### config.mk
export PLATFORM = sky130hd
export DESIGN_NAME = image_chunker_with_crc32_core
export DESIGN_NICKNAME = d
export VERILOG_FILES = /design/src/design/icc_pkg.sv /design/src/design/image_chunker_with_crc32_core.sv /design/src/design/icc_rsp_fifo.sv
export SDC_FILE = /design/constraint.sdc
export NUM_CORES = 1
export LEC_CHECK = 0
export BUFFER_PORTS_ARGS = -buffer_cell sky130_fd_sc_hd__buf_2
export CORE_ASPECT_RATIO = 0.75
export CORE_UTILIZATION = 25
export CTS_CLUSTER_SIZE = 28
export DETAILED_ROUTE_END_ITERATION = 10
export RECOVER_POWER = 25
export SKIP_CTS_REPAIR_TIMING = 1
export SYNTH_ARGS = -nofsm -noshare
export SYNTH_HDL_FRONTEND = slang
export SYNTH_HIERARCHICAL = 1
export SYNTH_SLANG_ARGS = --single-unit
export TNS_END_PERCENT = 1
### constraint.sdc
create_clock -name clock -period 11.95 [get_ports clock]
set_input_delay 2.39 -clock clock [delete_from_list [all_inputs] [get_ports clock]]
set_output_delay 2.39 -clock clock [all_outputs]
set_load 0.01 [all_outputs]
### src/design/icc_pkg.sv
// ----------------------------------------------------------------------------
// icc_pkg
// Shared types, constants and the bytewise CRC-32 step of the image chunker.
// ----------------------------------------------------------------------------
package icc_pkg;

   localparam int CHUNK_BYTES = 256;
   localparam int FILL_W      = (CHUNK_BYTES > 1) ? $clog2(CHUNK_BYTES) : 1;

   localparam logic [31:0] CRC_POLY     = 32'hEDB8_8320;
   localparam logic [31:0] CRC_ALL_ONES = 32'hFFFF_FFFF;

   localparam int RSP_DEPTH = 4;
   localparam int RSP_PTR_W = $clog2(RSP_DEPTH);
   localparam int RSP_CNT_W = $clog2(RSP_DEPTH + 1);

   localparam logic [1:0] MODE_START  = 2'd0;
   localparam logic [1:0] MODE_DATA   = 2'd1;
   localparam logic [1:0] MODE_FINISH = 2'd2;

   typedef enum logic [1:0] {
      KIND_DATA  = 2'd0,
      KIND_CLOSE = 2'd1,
      KIND_END   = 2'd2,
      KIND_START = 2'd3
   } kind_type;

   typedef struct packed {
      logic [1:0] mode;
      logic [7:0] data_byte;
   } req_word_type;

   typedef struct packed {
      kind_type    kind;
      logic [7:0]  byte_out;
      logic [15:0] seq;
      logic        chunk_end;
      logic [31:0] crc_value;
      logic        size_ok;
      logic        last;
   } rsp_word_type;

   typedef struct packed {
      logic [1:0]   count;
      rsp_word_type word0;
      rsp_word_type word1;
   } rsp_push_type;

   function automatic logic [31:0] crc_byte(input logic [31:0] crc_in,
                                            input logic [7:0] data);
      logic [31:0] c;
      c = crc_in ^ {24'd0, data};
      for (int k = 0; k < 8; k++) begin
         c = c[0] ? ((c >> 1) ^ CRC_POLY) : (c >> 1);
      end
      return c;
   endfunction

endpackage

### src/design/image_chunker_with_crc32_core.sv
// ----------------------------------------------------------------------------
// image_chunker_with_crc32_core
// Splits an image byte stream into numbered chunks and checks it with CRC-32.
// ----------------------------------------------------------------------------
// Usage:
//   req_word carries a mode and a byte; it is taken on an edge with req_valid
//   high and req_stall low. A start word emits a start marker with sequence
//   0, each data word is passed on with its chunk sequence number and a chunk
//   end flag, and a finish word emits an optional close-chunk word and then
//   the end report with the inverted CRC and the size check.
//   rsp_word is offered with rsp_valid and taken when rsp_stall is low.
//   csr_data writes the expected image size (csr_ready is always high); write
//   it only while the block is idle.
// Throughput:
//   Results are registered in a four-word result queue. One word per cycle
//   is taken while req_stall is low; a finish that closes a chunk adds two
//   results, which the output side drains one per cycle while rsp_stall is
//   low. req_stall rises when that queue has fewer than two free slots.
// Reset:
//   Synchronous; clears the queue and sets CRC to all ones, counts to zero
//   and the expected size to zero.
// ----------------------------------------------------------------------------
module image_chunker_with_crc32_core (
   input  logic                  clock,
   input  logic                  reset,
   input  logic                  req_valid,
   output logic                  req_stall,
   input  icc_pkg::req_word_type req_word,
   output logic                  rsp_valid,
   input  logic                  rsp_stall,
   output icc_pkg::rsp_word_type rsp_word,
   input  logic                  csr_valid,
   output logic                  csr_ready,
   input  logic [31:0]           csr_data
);
   import icc_pkg::*;

   logic [31:0]       crc_ff, crc_in;
   logic [FILL_W-1:0] fill_ff, fill_in;
   logic [15:0]       seq_ff, seq_in;
   logic [31:0]       total_ff, total_in;
   logic [31:0]       expected_size_ff;
   logic              room_two;
   logic              req_accept;
   logic              full;
   rsp_push_type      push;
   rsp_word_type      blank;

   assign csr_ready  = 1'b1;
   assign req_stall  = !room_two;
   assign req_accept = req_valid && !req_stall;
   assign full       = (fill_ff == FILL_W'(CHUNK_BYTES - 1));

   always_comb begin
      blank = '{kind: KIND_DATA, byte_out: 8'd0, seq: 16'd0, chunk_end: 1'b0,
                crc_value: 32'd0, size_ok: 1'b0, last: 1'b1};
      crc_in   = crc_ff;
      fill_in  = fill_ff;
      seq_in   = seq_ff;
      total_in = total_ff;
      push.count = 2'd0;
      push.word0 = blank;
      push.word1 = blank;
      if (req_accept) begin
         case (req_word.mode)
            MODE_START: begin
               crc_in   = CRC_ALL_ONES;
               fill_in  = '0;
               total_in = '0;
               seq_in   = 16'd1;
               push.count      = 2'd1;
               push.word0.kind = KIND_START;
            end
            MODE_DATA: begin
               crc_in   = crc_byte(crc_ff, req_word.data_byte);
               total_in = (total_ff != 32'hFFFF_FFFF) ? (total_ff + 32'd1) : total_ff;
               fill_in  = full ? '0 : (fill_ff + FILL_W'(1));
               seq_in   = seq_ff + 16'(full);
               push.count          = 2'd1;
               push.word0.byte_out  = req_word.data_byte;
               push.word0.seq       = seq_ff;
               push.word0.chunk_end = full;
            end
            MODE_FINISH: begin
               fill_in = '0;
               if (fill_ff != '0) begin
                  push.count       = 2'd2;
                  push.word0.kind  = KIND_CLOSE;
                  push.word0.seq   = seq_ff;
                  push.word0.last  = 1'b0;
                  push.word1.kind      = KIND_END;
                  push.word1.seq       = seq_ff + 16'd1;
                  push.word1.crc_value = crc_ff ^ CRC_ALL_ONES;
                  push.word1.size_ok   = (total_ff == expected_size_ff);
                  seq_in = seq_ff + 16'd2;
               end else begin
                  push.count           = 2'd1;
                  push.word0.kind      = KIND_END;
                  push.word0.seq       = seq_ff;
                  push.word0.crc_value = crc_ff ^ CRC_ALL_ONES;
                  push.word0.size_ok   = (total_ff == expected_size_ff);
                  seq_in = seq_ff + 16'd1;
               end
            end
            default: begin
               push.count = 2'd0;
            end
         endcase
      end
   end

   always_ff @(posedge clock) begin
      if (reset) begin
         crc_ff           <= CRC_ALL_ONES;
         fill_ff          <= '0;
         seq_ff           <= '0;
         total_ff         <= '0;
         expected_size_ff <= '0;
      end else begin
         crc_ff   <= crc_in;
         fill_ff  <= fill_in;
         seq_ff   <= seq_in;
         total_ff <= total_in;
         if (csr_valid && csr_ready) begin
            expected_size_ff <= csr_data;
         end
      end
   end

   icc_rsp_fifo u_rsp_fifo (
      .clock     (clock),
      .reset     (reset),
      .push      (push),
      .room_two  (room_two),
      .rsp_valid (rsp_valid),
      .rsp_stall (rsp_stall),
      .rsp_word  (rsp_word)
   );

`ifndef SYNTHESIS
   a_start_seq: assert property (@(posedge clock) disable iff (reset)
      (req_accept && req_word.mode == MODE_START) |=> (seq_ff == 16'd1 && fill_ff == '0))
      else $error("start did not restart the sequence");

   a_chunk_wrap: assert property (@(posedge clock) disable iff (reset)
      (req_accept && req_word.mode == MODE_DATA && full) |=> fill_ff == '0)
      else $error("fill count not cleared at chunk end");

   a_finish_clear: assert property (@(posedge clock) disable iff (reset)
      (req_accept && req_word.mode == MODE_FINISH) |=> fill_ff == '0)
      else $error("fill count not cleared at finish");

   a_total_hold: assert property (@(posedge clock) disable iff (reset)
      (!req_accept) |=> (total_ff == $past(total_ff) && crc_ff == $past(crc_ff)))
      else $error("state changed without an accepted word");
`endif

endmodule

### src/design/icc_rsp_fifo.sv
// ----------------------------------------------------------------------------
// icc_rsp_fifo
// Result queue: takes up to two words per cycle, delivers one per cycle while rsp_stall is low.
// ----------------------------------------------------------------------------
module icc_rsp_fifo (
   input  logic                 clock,
   input  logic                 reset,
   input  icc_pkg::rsp_push_type push,
   output logic                 room_two,
   output logic                 rsp_valid,
   input  logic                 rsp_stall,
   output icc_pkg::rsp_word_type rsp_word
);
   import icc_pkg::*;

   rsp_word_type                entry_ff [RSP_DEPTH];
   logic [RSP_PTR_W-1:0]        rd_ptr_ff, rd_ptr_in;
   logic [RSP_CNT_W-1:0]        count_ff, count_in;
   logic [RSP_PTR_W-1:0]        wr_ptr;
   logic                        pop;

   assign rsp_valid = (count_ff != '0);
   assign rsp_word  = entry_ff[rd_ptr_ff];
   assign pop       = rsp_valid && !rsp_stall;
   assign room_two  = (count_ff <= RSP_CNT_W'(RSP_DEPTH - 2));
   assign wr_ptr    = rd_ptr_ff + count_ff[RSP_PTR_W-1:0];

   assign rd_ptr_in = pop ? (rd_ptr_ff + RSP_PTR_W'(1)) : rd_ptr_ff;
   assign count_in  = count_ff + RSP_CNT_W'(push.count) - RSP_CNT_W'(pop);

   always_ff @(posedge clock) begin
      if (reset) begin
         rd_ptr_ff <= '0;
         count_ff  <= '0;
      end else begin
         rd_ptr_ff <= rd_ptr_in;
         count_ff  <= count_in;
      end
   end

   always_ff @(posedge clock) begin
      if (push.count != 2'd0) begin
         entry_ff[wr_ptr] <= push.word0;
      end
      if (push.count == 2'd2) begin
         entry_ff[wr_ptr + RSP_PTR_W'(1)] <= push.word1;
      end
   end

`ifndef SYNTHESIS
   a_count_bound: assert property (@(posedge clock) disable iff (reset)
      count_ff <= RSP_CNT_W'(RSP_DEPTH))
      else $error("result queue count out of range");

   a_no_overflow: assert property (@(posedge clock) disable iff (reset)
      (push.count != 2'd0) |-> room_two)
      else $error("result queue written without room");

   a_count_step: assert property (@(posedge clock) disable iff (reset)
      (push.count == 2'd0 && pop) |=> count_ff == $past(count_ff) - RSP_CNT_W'(1))
      else $error("result queue count mismatch on pop");
`endif

endmodule

==> results list, run 1 <==
- Mean number of vias per cell: just under 5
- Via count: approximately 13,000
- CP required: 12.27 ns
- Dominant cells by area after synthesis: sky130_fd_sc_hd__edfxtp_1 (37%), sky130_fd_sc_hd__dfxtp_1 (13%), sky130_fd_sc_hd__mux2_2 (10%)
- The count of buffers added on input and output ports is roughly 110.
- Period Utilization, post-route: 0.634
- The final layout contains between 1,500 and 2,000 nets.
- The area growth from synthesis to layout is 15.9%.
* TritonCTS clock tree: done
- Status: finished with violations
- The longest clock path from root to sink contains 3 buffers.
- Via count of the first global-routing pass: 13,300
* Nature of the critical path endpoint: register
- Source of the critical timing path: req_word[8]
- Clock tree synthesis found a total of around 370 sinks.
* Cell types with the highest counts after synthesis: sky130_fd_sc_hd__edfxtp_1 (244), sky130_fd_sc_hd__mux2_2 (184), sky130_fd_sc_hd__nor2_1 (156)
- In this run the core area contains 89 standard-cell rows.
* Data arrival time of the critical path: between 7 and 8 ns
- The number of max-slew violations in the final report came to 190.
- Counting flops with an async set or reset pin after synthesis yields a share of 0.
- In this run the most critical hold path is launched from fill_ff[1]$_SDFFE_PP0P_.
* Count of flip-flops with a built-in enable after synthesis: 244
- The clock tree synthesis step divided the H-tree into 2 levels.
- The worst setup path is launched from an input pin.
- In this run the worst hold path is classified as register to register.
- In this run the standard cell core region covers between 70,000 and 80,000 um2.
- The share of total power dissipated in combinational logic is 0.213.
- Post-synth cell types: 76
* Leak Pwr: 8.20 nW
* Number of setup violations in the final report: 0
* Final weighted congestion of routability-driven global placement: just under 0.9
- The first global-routing pass estimated 83.0 mm of wire.
- Critical path start-end classification: input pin to register
- Drt initial violations: roughly 1,100
* Wirelength per Cell: between 15 and 20 um
- The cell sitting at the root of the clock tree is a sky130_fd_sc_hd__clkbuf_16.
* Cell breakdown of the critical path: buf_2 -> inv_1 -> ha_1 -> inv_1 -> nor3_1 -> nand3_1 -> clkbuf_1 -> a21oi_1 -> or4_1 -> buf_4 -> mux2_4
- Switching power total: 1.09 mW
- Post-synthesis area per instance: around 13 um2
- In this design, the stage delay of the slowest critical-path cell is 1.28 ns.
- Crit-path slowest cell: sky130_fd_sc_hd__or4_1
- The worst path needs 7.58 ns of the cycle, external delays included.
* PnR worst setup slack: 4.37 ns
- Violated checks: DRC, capacitance limit, slew limit
- In the routed design, unresolved DRC markers number 20.
* Post-placement worst setup slack: between 5 and 6 ns
- Power share of the sequential group: 0.418
* VDD IR-drop max: 0.0944 mV
* Residual overflow from global routing: 0
- Number of I/O pins: between 100 and 150
- In this design, the critical path's most frequently occurring cell is sky130_fd_sc_hd__inv_1.
* Starting density of the core: 0.253
- Internal Power: between 2 and 3 mW
* Worst r2r src: fill_ff[0]$_SDFFE_PP0P_
- For this run, the number of Yosys warnings is 6.
* Most frequently used flop master after synthesis: sky130_fd_sc_hd__edfxtp_1
- sky130_fd_sc_hd__edfxtp_1 is the most common cell in the netlist.
* Post-synthesis sequential area ratio: 0.495
- Number of standard cells after synthesis: ~1,600
* Number of iterations in the first detailed-routing pass: 9
- Pin count of the biggest net entering global routing: 63
- The die is roughly 330 um wide.
- Across the run, the number of max-cap violations was 5.
* Relative slew slack: -0.578
* Remaining number of nets flagged by the antenna check after routing: 0
- For the pin with the worst max-slew slack, the measured transition is approximately 2.4 ns.
- Number of antenna violations at the first check in global routing: 3
- The wire-length estimate of the detail-placed layout is around 36 mm.
- For the worst-skew pair, the clock arrives at the later sink with an insertion delay of 0.58 ns.
- Clock transition at the registers of the reported paths: 0.06 ns
- In this run the cell area of the synthesized design comes to 19,900 um2.
- For this run, the top clock speed supported by timing is approximately 0.13 GHz.
- Die ar.: slightly above 80,000 um2
- Clock skew on the completed layout was measured at 0.0147 ns.
- The number of endpoints with negative hold slack in the final report came to 0.
* Total power divided by cell area: roughly 160 nW/um2
* All-layer global routing usage: 0.133
* Final Routed Wirelength: between 50 and 60 mm
- The biggest area contributor in the post-synthesis netlist is sky130_fd_sc_hd__edfxtp_1.
* Top cell type's share of synthesized area: 0.367
- Register bit total from synthesis: between 300 and 400
- Of all nets on the critical path, the largest fanout is 36.
* Summed negative setup slack over all endpoints: 0 ns
- In this run the vertical extent of the chip is 247 um.
- Share of total power consumed by net switching: 0.291
- Buffers inserted during clock tree synthesis total 43.
- Unrepaired setup endpoints after global routing: no
- Clock Power Share: 0.369
* Layout cell share with drive strength beyond 1: 0.285
## power by group through the flow
stage	clock network, mW	registers, mW	logic [mW]
global route	1.46	1.58	0.866
global placement	0	1.59	0.820
finish	1.38	1.57	0.800
floorplan	0	1.56	0.541
detailed placement	0	1.60	0.824
CTS	1.41	1.57	0.828
## metal layers
metal | part of all wire | GRT usage
met5 | 0.00013 | 0
met4 | 0.018 | 0.0326
met3 | 0.067 | 0.0307
met2 | 0.45 | 0.208
met1 | 0.46 | 0.184
## area by class of cell
class,count,area (um2)
fillers,8011,55700
flip-flops and latches,371,9870
multi-input cells,1118,9650
well taps,1046,1310
clock buffers,52,1160
repair buffers,134,678
clock inverters,26,327
inverters,30,113
diodes,2,5.00
## cell families (layout without fill, tap and decap cells)
family          after synthesis  after routing  synth area share
simple gates                409            409             0.103
flops                       371            371             0.495
mux                         337            337             0.234
compound gates              193            193            0.0615
buf+inv                     131            242            0.0307
xor+xnor                    118            118            0.0651
fa+ha+maj                    16             16            0.0104
other cells                   2             47          0.000377
## worst max-delay path, delay by kind of cell
| family | cells | cell delay, ns |
|---|---|---|
| adders and majority gates | 1 | 0.38 |
| muxes | 1 | 0.35 |
| and+or+nand+nor | 3 | 2.08 |
| buffers and inverters | 5 | 1.93 |
| AOI/OAI and AO/OA | 1 | 0.68 |
## cells in the final DEF (no fill, tap or decap), types with 8 or more instances in the layout
cell,n
sky130_fd_sc_hd__nor2_1,155
sky130_fd_sc_hd__buf_4,21
sky130_fd_sc_hd__mux2i_1,32
sky130_fd_sc_hd__nor3_1,24
sky130_fd_sc_hd__xnor3_1,8
sky130_fd_sc_hd__clkbuf_1,41
sky130_fd_sc_hd__nand2_1,48
sky130_fd_sc_hd__o31ai_1,16
sky130_fd_sc_hd__nand2b_1,30
sky130_fd_sc_hd__nand3_1,33
sky130_fd_sc_hd__a21oi_1,56
sky130_fd_sc_hd__edfxtp_1,244
sky130_fd_sc_hd__conb_1,45
sky130_fd_sc_hd__nor4_1,11
sky130_fd_sc_hd__ha_1,15
sky130_fd_sc_hd__and3_1,11
sky130_fd_sc_hd__o22ai_1,30
sky130_fd_sc_hd__inv_1,29
sky130_fd_sc_hd__nand4_1,24
sky130_fd_sc_hd__dfxtp_1,126
sky130_fd_sc_hd__xor2_1,17
sky130_fd_sc_hd__o21ai_0,37
sky130_fd_sc_hd__mux4_2,61
sky130_fd_sc_hd__and2_1,11
sky130_fd_sc_hd__buf_2,77
sky130_fd_sc_hd__or3_1,25
sky130_fd_sc_hd__clkinv_2,8
sky130_fd_sc_hd__or4_1,15
sky130_fd_sc_hd__mux2_1,8
sky130_fd_sc_hd__xnor2_1,81
sky130_fd_sc_hd__clkbuf_16,44
sky130_fd_sc_hd__mux2_4,52
sky130_fd_sc_hd__mux2_2,184
## flip-flops by register name, summed over array words and instances (netlist names), named ones only
signal	count
u_rsp_fifo/count_ff	3
total_ff	32
fill_ff	8
seq_ff	16
u_rsp_fifo/rd_ptr_ff	2
crc_ff	32
u_rsp_fifo/entry_ff	244
expected_size_ff	32
## final timing paths
check	slack, ns	cells after the start	endpoint
hold reg to reg	0.51	2	fill_ff[1]$_SDFFE_PP0P_
setup reg to reg	5.86	10	u_rsp_fifo/entry_ff[3][24]$_DFFE_PP_
hold / removal	0.51	2	fill_ff[1]$_SDFFE_PP0P_
setup / recovery	4.37	11	u_rsp_fifo/entry_ff[3][24]$_DFFE_PP_
## per-stage QoR
stage	power [mW]	hold WS (ns)	std cells	utilization	cell area (um2)
global placement	2.41	0.475	2699	0.275	21700
CTS	3.81	0.514	2777	0.294	23200
floorplan	2.10	0.461	1620	-	20100
detailed placement	2.42	0.506	2699	0.275	21700
finish	3.75	0.511	2779	0.293	23100
global route	3.91	0.540	2778	0.293	23100
Note: power is estimated with default switching activity, not from simulation.
==> inputs of run 2 (changes only) <==
- ABC_AREA: unset -> 1
- clock period: 11.95 -> 7.9 ns (I/O delays scaled with it)
==> results list, run 2 <==
- Cell types with the highest counts after synthesis: sky130_fd_sc_hd__nand2_1 (1,034), sky130_fd_sc_hd__nor2_1 (401), sky130_fd_sc_hd__edfxtp_1 (244)
- Violated checks: capacitance limit, slew limit
* Die ar.: just under 90,000 um2
- Layout-stage area growth over the synthesis result: 12.9%
- Based on the critical path, the design can be clocked at up to around 0.17 GHz.
* Mean number of vias per cell: approximately 4.8
* Number of I/O port buffers: 109
- Width of the die: 342 um
- VDD IR-drop max: 0.242 mV
- After detailed routing, the number of remaining DRC violations is 0.
- In the synthesized netlist, the number of instances is slightly below 3,000.
- After layout, the worst setup slack is around 1.9 ns.
* Max Cap Violations: 3
- Final weighted congestion of routability-driven global placement: ~0.89
- Starting density of the core: 0.252
* Root buffer cell: sky130_fd_sc_hd__clkbuf_16
- In the final layout, the multi-input gates occupy approximately 10,000 um2.
- Setup violations remaining at the end of the flow were counted as 0.
* Area of the mapped netlist: around 22,000 um2
- Data arrival time of the critical path: between 6 and 7 ns
* Register bit total from synthesis: approximately 370
* Total placed cells including tap cells: between 4,000 and 5,000
- Minimum hold slack: about 0.49 ns
* Cell taking the most area after synthesis: sky130_fd_sc_hd__edfxtp_1
- Wirelength per Cell: 16.9 um
- Wire length of the first global-routing pass: ~110 mm
- Total clock buffers created by CTS: between 40 and 50
- Clock Latency Late Sink: a little under 0.6 ns
- In this run the tightest slew margin relative to its limit is -0.825.
- All-layer global routing usage: 0.156
- Status: finished with violations
* Summed negative setup slack over all endpoints: 0 ns
- Worst Skew: about 0.031 ns
- Maximum fanout count along the critical path: 47
- For the pin with the worst max-slew slack, the measured transition is roughly 2.7 ns.
- The worst setup path is launched from an input pin.
- Largest register FFs: between 200 and 250
* Post-placement worst setup slack: between 2 and 2.5 ns
* Number of antenna violations at the first check in global routing: 7
- Clock tree buffer depth: 3
- Counting the fill cells in the layout gives ~9,000.
- Clock transition at the registers of the reported paths: around 0.06 ns
- In this run the number of H-tree levels came out at 2.
- Highest-count cells in the layout ignoring fill and taps: sky130_fd_sc_hd__nand2_1 (1,034), sky130_fd_sc_hd__nor2_1 (402), sky130_fd_sc_hd__edfxtp_1 (244), sky130_fd_sc_hd__o21ai_0 (212), sky130_fd_sc_hd__nand4_1 (144)
* Total number of yosys warnings: 6
- Leaving out filler cells and counting taps, the final layout contains approximately 4,100.
- Of the post-synthesis cell area, the dominant cell type holds 0.338.
* Period Utilization, post-route: 0.762
- The total area inside the core boundary comes to approximately 86,000 um2.
* Power after layout: 6.08 mW
* Via count of the first global-routing pass: roughly 19,000
* Nature of the critical path endpoint: register
* Total power divided by cell area: between 200 and 250 nW/um2
- Count of flip-flops with a built-in enable after synthesis: approximately 240
- Die height: ~260 um
- After the last flow step, the layout net total stands at between 3,000 and 4,000.
* CP required: 8.40 ns
- After synthesis, the share of flip-flops with an asynchronous set or reset is 0.
- The worst setup path is of the input pin to register kind.
* Leak Pwr: about 10 nW
- Total count of hold-check failures in the final report: 0
* Layout cell share with drive strength beyond 1: 0.0806
- Remaining number of nets flagged by the antenna check after routing: 0
- Pin count of the biggest net entering global routing: 93
- Counting every sink on the clock net gives about 370.
* Residual overflow from global routing: 0
- In this run the worst hold path is classified as register to register.
- Across the whole layout, storage elements account for 9870 um2.
- Num rows: 93
- TritonCTS clock tree: done
- Number of I/O pins: between 100 and 150
- Counting distinct cell types in the post-synthesis netlist gives 46.
- Time the final worst path needs with I/O delays and setup: about 6.0 ns
* Register name with the most flops: u_rsp_fifo/entry_ff
- Unrepaired setup endpoints after global routing: no
- Number of iterations in the first detailed-routing pass: 5
* Half-perimeter wire length of the detailed placement result: 42.7 mm
- The routed design has 70.0 mm of wire.
- Count of pins over their slew limit: around 150
* Most frequently used flop master after synthesis: sky130_fd_sc_hd__edfxtp_1
* Dominant cells by area after synthesis: sky130_fd_sc_hd__edfxtp_1 (34%), sky130_fd_sc_hd__nand2_1 (18%), sky130_fd_sc_hd__dfxtp_1 (12%)
* Post-synthesis area per instance: roughly 7.4 um2
* Most common cell after layout, fill and taps aside: sky130_fd_sc_hd__nand2_1
* Drt initial violations: ~1,800
- The routed layout has ~20,000 vias.
- Of the synthesized area, sequential elements account for 0.456.
- sky130_fd_sc_hd__nand2_1 is the most common cell in the netlist.
==> run 2: metal layers <==
metal	wire (um)	global-route usage	vias up
met5	10	0	-
met1	31800	0.219	9218
li1	-	-	9735
met4	2020	0.0512	2
met3	5820	0.0306	113
met2	30300	0.239	798
==> run 2: metrics by stage <==
| stage | util | instance area, um2 |
|---|---|---|
| after floorplan | - | 21800 |
| after global placement | 0.269 | 23000 |
| after detailed placement | 0.269 | 23000 |
| after CTS | 0.285 | 24500 |
| after global routing | 0.285 | 24400 |
| final | 0.285 | 24400 |
==> run 2: cells by family after synthesis <==
family                   share of synthesized area
XOR/XNOR                                    0.0235
adder cells (fa/ha/maj)                    0.00959
AO/OA/AOI/OAI                               0.0926
AND/OR/NAND/NOR                              0.348
buffers and inverters                       0.0697
other                                     0.000347
flip-flops                                   0.456
==> run 2: worst paths after layout <==
path	cells after the start	end	slack (ns)	from
worst max-delay path	10	total_ff[2]$_SDFFE_PP0P_	1.88	req_word[9]
worst min-delay path	2	fill_ff[1]$_SDFFE_PP0P_	0.49	fill_ff[1]$_SDFFE_PP0P_
worst max register to register	8	u_rsp_fifo/entry_ff[3][34]$_DFFE_PP_	2.96	u_rsp_fifo/count_ff[0]$_SDFF_PP0_
worst min register to register	2	fill_ff[1]$_SDFFE_PP0P_	0.49	fill_ff[1]$_SDFFE_PP0P_
==> run 2: cell type report <==
class                           count  share of cell area
Multi-Input combinational cell   2263               0.429
Sequential cell                   371               0.404
Tap cell                         1140              0.0584
Clock buffer                       72              0.0527
Timing Repair Buffer              130              0.0283
Inverter                          142              0.0219
Clock inverter                     12             0.00584
Antenna cell                        4            0.000410
==> run 2: power breakdown <==
part / switching, mW / internal (mW)
sequential: 0.0993 / 2.26
combinational: 1.30 / 0.403
clock: 0.835 / 1.18
==> run 2: worst max-delay path: stages <==
cell	delay [ns]
sky130_fd_sc_hd__clkbuf_1	0.13
sky130_fd_sc_hd__inv_1	0.10
sky130_fd_sc_hd__ha_1	0.16
sky130_fd_sc_hd__clkbuf_1	1.94
sky130_fd_sc_hd__inv_1	1.18
sky130_fd_sc_hd__nand2_1	0.26
sky130_fd_sc_hd__nand2_1	0.24
sky130_fd_sc_hd__inv_1	0.57
sky130_fd_sc_hd__o21ai_0	0.19
sky130_fd_sc_hd__a21oi_1	0.15
==> inputs of run 3 (changes only) <==
- ABC_AREA: 1 -> 0
- clock period: 7.9 -> 4.85 ns (I/O delays scaled with it)
==> results list, run 3 (synthesized netlist as in run 1, its figures left out) <==
* Number of iterations in the first detailed-routing pass: 9
* Count of pins over their slew limit: 63
* Hold WC Path Type: register to register
- The tool flagged a number of max-cap violations equal to 2.
- Top achievable clock speed: between 0.2 and 0.25 GHz
* # H-tree levels: 2
- Number of I/O port buffers: ~110
- The design draws roughly 9.0 mW.
- Register name with the most flops: u_rsp_fifo/entry_ff
- For the pin with the worst max-slew slack, the measured transition is approximately 2.2 ns.
* Leak Pwr: a little over 8 nW
- Clock Latency Late Sink: 0.57 ns
- Leaving out fill and tap cells, the most frequent cell in the layout is sky130_fd_sc_hd__edfxtp_1.
- Counting the buffers created by CTS gives between 40 and 50.
- Headroom to the max-slew limit came out at -0.487.
- For this configuration, the core starts out at a cell density of 0.253.
* Via count of the first global-routing pass: 13,500
- Dividing the detail-routed wire length by the instance count gives 19.7 um.
- The count of nets left with antenna violations once routing finished came out at 0.
- For the worst setup path, the data arrival time is ~4.6 ns.
* Number of setup violations in the final report: 0
* Time the final worst path needs with I/O delays and setup: between 4 and 5 ns
- After detailed routing, the number of remaining DRC violations is 24.
- Critical Path Most Common Cell: sky130_fd_sc_hd__clkbuf_1
* All-layer global routing usage: 0.134
- Across all hold checks on the routed design, the worst slack comes to roughly 0.49 ns.
* Die ar.: 80,900 um2
- Drt initial violations: between 1,000 and 1,500
- Slowest Stage Delay on Critical Path: between 1 and 1.5 ns
- Clock transition at the registers of the reported paths: approximately 0.060 ns
- Worst Skew: about 0.024 ns
- Status: finished with violations
- The number of endpoints with negative hold slack in the final report is 0.
- Met3 track demand over resource in global routing: 0.0246
* Total power divided by cell area: a little under 400 nW/um2
* Layout cell share with drive strength beyond 1: 0.295
* VDD IR-drop max: ~0.22 mV
- In the global route stage, met2 resource usage came out at 0.207.
- Final Routed Wirelength: approximately 55 mm
- The first global-routing pass estimated 83.1 mm of wire.
- Most utilized layer in the global route result: met2
* Nature of the critical path endpoint: register
- Core ar.: just under 80,000 um2
- Type of element launching the critical path: input pin
- The total overflow left after global routing is 0.
- Critical path start-end classification: input pin to register
- Number of antenna violations at the first check in global routing: 4
- Mean number of vias per cell: around 4.8
- Die height: approximately 250 um
* Final-stage net count: 1,771
- The final reports fail on DRC, capacitance limit, slew limit.
- CP required: ~5.3 ns
- The floorplan has just under 90 rows.
* Highest-count cells in the layout ignoring fill and taps: sky130_fd_sc_hd__edfxtp_1 (244), sky130_fd_sc_hd__mux2_2 (183), sky130_fd_sc_hd__nor2_1 (155), sky130_fd_sc_hd__dfxtp_1 (125), sky130_fd_sc_hd__buf_2 (84)
- Summed over all nets, the half-perimeter wirelength after detailed placement is around 36 mm.
* Summed negative setup slack over all endpoints: 0 ns
- Period Utilization, post-route: 0.852
- In this run the worst path has a maximum fanout of 29.
- The area growth from synthesis to layout is 16.2%.
- Largest register FFs: ~240
- At the end of routability-driven placement, the weighted congestion stood at 0.871.
- Width of the die: about 330 um
- Total placed cells including tap cells: about 2,700
- Number of I/O pins: ~110
- Global-route track usage on met1: 0.186
- Root buffer cell: sky130_fd_sc_hd__clkbuf_16
- Setup repair after global routing left no endpoint under its margin.
- Traced cell by cell, the critical path runs through clkbuf_1 -> ha_1 -> clkbuf_1 -> inv_1 -> a21oi_4 -> o31ai_4 -> or4_1 -> a21oi_1.
- TritonCTS built the clock tree.
* Non-filler cells in the finished layout: approximately 2,800
- The detailed router placed between 10,000 and 15,000 vias in this run.
- The slowest stage of the critical path is the sky130_fd_sc_hd__clkbuf_1 cell.
- Pin count of the biggest net entering global routing: 54
- Clock sink total: around 370
- Once layout is complete, the utilization of the core stands at 0.294.
- The clock passes through at most 3 buffers.
[run 3: area by class of cell]
class                   instances  area, um2
diodes                          3       7.51
clock buffers                  63       1240
repair buffers                144        853
inverters                      30        113
well taps                    1046       1310
flip-flops and latches        371       9870
fillers                      8022      55700
multi-input cells            1118       9670
clock inverters                16        121
[run 3: path summary, 6_finish.rpt]
path,startpoint,end,slack (ns),cells past startpoint
hold / removal,fill_ff[0]$_SDFFE_PP0P_,fill_ff[0]$_SDFFE_PP0P_,0.49,2
setup reg to reg,fill_ff[0]$_SDFFE_PP0P_,u_rsp_fifo/entry_ff[2][16]$_DFFE_PP_,0.98,11
hold reg to reg,fill_ff[0]$_SDFFE_PP0P_,fill_ff[0]$_SDFFE_PP0P_,0.49,2
setup / recovery,req_word[8],total_ff[14]$_SDFFE_PP0P_,0.72,8
[run 3: metal layers]
metal	up-vias	routed length [um]
met5	-	17
met4	2	1330
met2	442	24700
met3	76	3760
li1	6177	-
met1	6836	25200
[run 3: worst max-delay path: cells and delay by family]
family,cells,cell delay (ns)
buffers and inverters,3,1.95
AOI/OAI and AO/OA,3,0.92
and+or+nand+nor,1,0.53
adders and majority gates,1,0.24
[run 3: stage by stage]
stage	setup WS, ns	cell area [um2]
detailed placement	0.662	21900
floorplan	-0.581	20100
finish	0.716	23200
global route	0.525	23200
global placement	0.680	21900
CTS	1.24	23200
[run 3: report_power, final]
group	internal (mW)	total, mW	switching (mW)
combinational	0.856	2.00	1.14
sequential	3.68	3.87	0.185
clock	1.82	3.15	1.33
